--- src/rtl/core/brf_pkg.sv ---
// Shared types, constants and helpers for the byte ring FIFO with bulk read.
// No dependencies; every other file in rtl/core imports this package.
package brf_pkg;

  localparam int DEPTH    = 1024;
  localparam int PTR_W    = $clog2(DEPTH);
  localparam int MAX_BULK = 64;
  localparam int CNT_W    = 7;
  localparam int LVL_W    = 10;
  localparam int MODE_W   = 3;
  localparam int STAT_W   = 2;

  typedef logic [PTR_W-1:0] ptr_t;

  // Request operation codes
  localparam logic [MODE_W-1:0] MODE_STORE = 3'd0;
  localparam logic [MODE_W-1:0] MODE_READ  = 3'd1;
  localparam logic [MODE_W-1:0] MODE_PEEK  = 3'd2;
  localparam logic [MODE_W-1:0] MODE_CLEAR = 3'd3;
  localparam logic [MODE_W-1:0] MODE_BULK  = 3'd4;

  // Result status codes
  localparam logic [STAT_W-1:0] ST_OK      = 2'd0;
  localparam logic [STAT_W-1:0] ST_DROPPED = 2'd1;
  localparam logic [STAT_W-1:0] ST_EMPTY   = 2'd2;
  localparam logic [STAT_W-1:0] ST_SHORT   = 2'd3;

  // Occupancy figures derived from a pointer pair
  typedef struct packed {
    ptr_t fill;
    ptr_t space;
    logic full;
  } brf_stat_t;

  // Step a pointer round the ring
  function automatic ptr_t advance(input ptr_t p);
    ptr_t r;
    if (p == ptr_t'(DEPTH - 1)) begin
      r = '0;
    end else begin
      r = p + ptr_t'(1);
    end
    return r;
  endfunction

endpackage

--- src/rtl/core/brf_stat.sv ---
// Occupancy unit: fill level, free space and full flag from a pointer pair.
// Depends on brf_pkg for the pointer type and the status struct.
module brf_stat
  import brf_pkg::*;
(
  input  ptr_t      wp,
  input  ptr_t      rp,
  output brf_stat_t st
);

  logic [PTR_W:0] diff;

  // Distance from read to write pointer round the ring
  always_comb begin
    if (wp >= rp) begin
      diff = {1'b0, wp} - {1'b0, rp};
    end else begin
      diff = {1'b0, wp} + (PTR_W + 1)'(DEPTH) - {1'b0, rp};
    end
  end

  assign st.fill  = diff[PTR_W-1:0];
  assign st.space = ptr_t'(DEPTH - 1) - diff[PTR_W-1:0];
  assign st.full  = (advance(wp) == rp);

endmodule

--- config.mk ---
export PLATFORM = sky130hd
export DESIGN_NAME = brf_stat
export DESIGN_NICKNAME = d
export VERILOG_FILES = /design/src/rtl/core/brf_pkg.sv /design/src/rtl/core/brf_stat.sv
export SDC_FILE = /design/constraint.sdc
export NUM_CORES = 1
export LEC_CHECK = 0
export BUFFER_PORTS_ARGS = -buffer_cell sky130_fd_sc_hd__clkbuf_2
export CAP_MARGIN = 0
export CORE_UTILIZATION = 45
export DETAILED_ROUTE_END_ITERATION = 16
export PLACE_DENSITY = 0.83
export SLEW_MARGIN = 20
export SYNTH_ARGS = -nofsm -noshare
export SYNTH_HDL_FRONTEND = slang
export SYNTH_SLANG_ARGS = --single-unit
--- constraint.sdc ---
create_clock -name vclk -period 2.24
set_clock_uncertainty 0.15 [all_clocks]
set_input_delay 0.336 -clock vclk [all_inputs]
set_output_delay 0.336 -clock vclk [all_outputs]
set_load 0.01 [all_outputs]
Word level (Yosys, flattened, before mapping) --
Cells that the tools add are included.
Operators by class: eq/ne operators 2, add/sub/neg operators 5, magnitude comparators 1, muxes and demuxes 2
Operator list (count):
- $add 10x1->10 const B | 2
- $mux 10 | 2
- $sub 10x10->10 | 2
- $eq 10x10->1 | 1
- $eq 10x10->1 const B | 1
- $ge 10x10->1 | 1
- $sub 10x10->10 const A | 1
Storage, ports and cells: logic and storage cells 10, register bits 0, input port bits 20, output and inout bits 21

Logic depth before layout (Yosys ltp) --
depth in word-level cells 4, depth in mapped cells 10, gate-level depth less buffers 10

Least setup slack after synthesis --
OpenSTA, ideal clock, no wires.
path type input-to-output, start input port wp[0], end output port st[7] (netlist bit), data required time 1.754 ns, arrival time 2.072 ns, path slack -0.318 ns, stages 10, path buffers 0, cells stage by stage inv_1 ha_1 inv_1 fa_1 a21o_1 a21oi_1 o21ai_1 or2_2 xor2_1 inv_1
RTL lines:
- start, declared | line brf_stat.sv:6 | input ptr_t wp,
- end, declared | line brf_stat.sv:8 | output brf_stat_t st

==> results.ini <==
[pwr]
powerDensity_nw_per_um2 = 313
peakVddDrop_uv = 303
p_leak_nw = 0.739

[cells_and_area]
diodes = 0
final_cell_mix = clkbuf_2 (34), buf_4 (24), inv_1 (19)
final_common_cell = clkbuf_2
finalNetCount = 222
seq_cell_count = 0
register_area_um2 = 0
finalInstanceArea_um2 = 1430
nClkBuffers = 0
drive_gt1_share_pct = 48.4
syn_to_final_growth_pct = 68.4

[setup_path]
crit_path_start_kind = input pin
worstSetupPathType = in2out
endpoint_kind = output pin
path_max_fanout = 2
required_ns = 1.75
cp.arrival_ns = 2.07

[floorplan]
die_w_um = 45.5
die_area_um2 = 2070
die_h_um = 45.5
initial_core_util_pct = 48.7
ios = 41
core_area_um2 = 1750
core.rowCount = 15

[sta]
setup_ws_ns = -0.313
worst_pin_slew_ns = 0.386
setup_viol_count_final = 11
hold_violations = 0
slew_headroom_pct = 73.9
timing.setup.tns_ns = -1.92
clock.fmax_ghz = 0.392
finalCriticalPeriod_ns = 2.55
drv_slew = 0
grt_setup_unrepaired = yes
min_period_over_period_pct = 114

[outcome]
violations = setup timing
status = complete, but fails checks

[place]
port_buffers = 41
dp_hpwl_um = 2180
place_area_um2 = 1290
gp_congestion = 0.898

[run]
maxCapViolations = 0

[detailed_routing]
vias = 1194
vias_per_cell = 5.61
drt_pass1_iterations = 4
wl_per_cell_um = 13.6
routed_wl_um = 2910
drt_iter0_markers = 54
antenna_left = 0
route.detailed.drc = 0

[cts]
cts_hold_buf = 0

[global_route]
grt.total_usage_pct = 26.7
grt_max_degree = 8
grt_pass1_vias = 1059
grt_antenna_before_repair = 0
gr-total-overflow = 0
grt_pass1_wl_um = 4250

[logic_synthesis]
syn-cell-area_um2 = 851
synth_cell_types = 41
yosysWarnings = 0
seq_area_frac_synth_pct = 0
syn_inst = 124
syn_nets = 156
synth.avg_cell_area_um2 = 6.86

[hold_path]
hold_class = in2out

## cell type report
type                            count  area (um^2)
Inverter                           23         98.8
Timing Repair Buffer               65          420
Multi-Input combinational cell    100          882
Tap cell                           25         31.3
Fill cell                         121          313
## worst max-delay path, stage by stage
cell	delay, ns
clkbuf_16	0.13
inv_12	0.04
ha_4	0.12
inv_2	0.03
fa_2	0.33
a21o_1	0.17
a21oi_2	0.18
o21ai_2	0.10
o41ai_2	0.26
xnor2_1	0.18
inv_1	0.05
clkbuf_2	0.12
## worst paths after layout
path,startpoint,to,slack [ns],cells after the start
setup / recovery,wp[0],st[9],-0.31,12
hold / removal,rp[0],st[1],0.89,3
## per-stage QoR
| stage | instances | setup WS [ns] | utilization, % | total power [W] | hold WS [ns] |
|---|---|---|---|---|---|
| after floorplan | 124 | -0.0695 | - | 0.000226 | 0.640 |
| after CTS | 213 | -0.286 | 80.5 | 0.000426 | 0.889 |
| after global placement | 211 | -0.315 | 73.8 | 0.000379 | 0.889 |
| final | 213 | -0.313 | 82.1 | 0.000448 | 0.887 |
| after global routing | 213 | -0.428 | 82.1 | 0.000488 | 0.904 |
| after detailed placement | 211 | -0.470 | 73.8 | 0.000393 | 0.887 |
## per-layer routing
layer | share of wire [%] | up-vias | GRT usage [%] | wire, um
met5 | 0 | - | 0 | 0
met4 | 1.0 | 0 | 2.42 | 30
met3 | 5.3 | 4 | 1.59 | 154
met2 | 53 | 53 | 54.9 | 1530
met1 | 41 | 559 | 29.9 | 1190
li1 | - | 578 | - | -
## timing repair
action                                  CTS  global route
setup buffers                             2             0
resized for setup                        20            10
gates cloned                              0             0
endpoints found under the setup margin   11            11
pin swaps                                 6             4
## cell usage after synthesis (all sizes together), types with 4 or more instances
master | n | area, um^2
inv | 23 | 86.3
o21ai | 5 | 25.0
xnor2 | 9 | 78.8
nor3 | 4 | 20.0
xor2 | 6 | 52.6
a21oi | 4 | 20.0
or2 | 4 | 25.0
nand3 | 7 | 35.0
nand2 | 7 | 28.8
nor2 | 8 | 30.0
ha | 11 | 138
## logic make-up (layout without fill, tap and decap cells)
logic type / after synthesis / in the layout / synth area share (%)
xor+xnor: 15 / 15 / 15.4
compound gates: 28 / 28 / 24.3
mux: 2 / 2 / 2.35
buf+inv: 24 / 88 / 11.5
simple gates: 43 / 43 / 27.9
fa+ha+maj: 12 / 12 / 18.5
## power by group
group	switching, W	internal, W	total [W]
logic	0.000230	0.000218	0.000448
clock network	0	0	0
registers	0	0	0
total	0.000230	0.000218	0.000448
No activity file was read; power rests on OpenSTA's default activity.
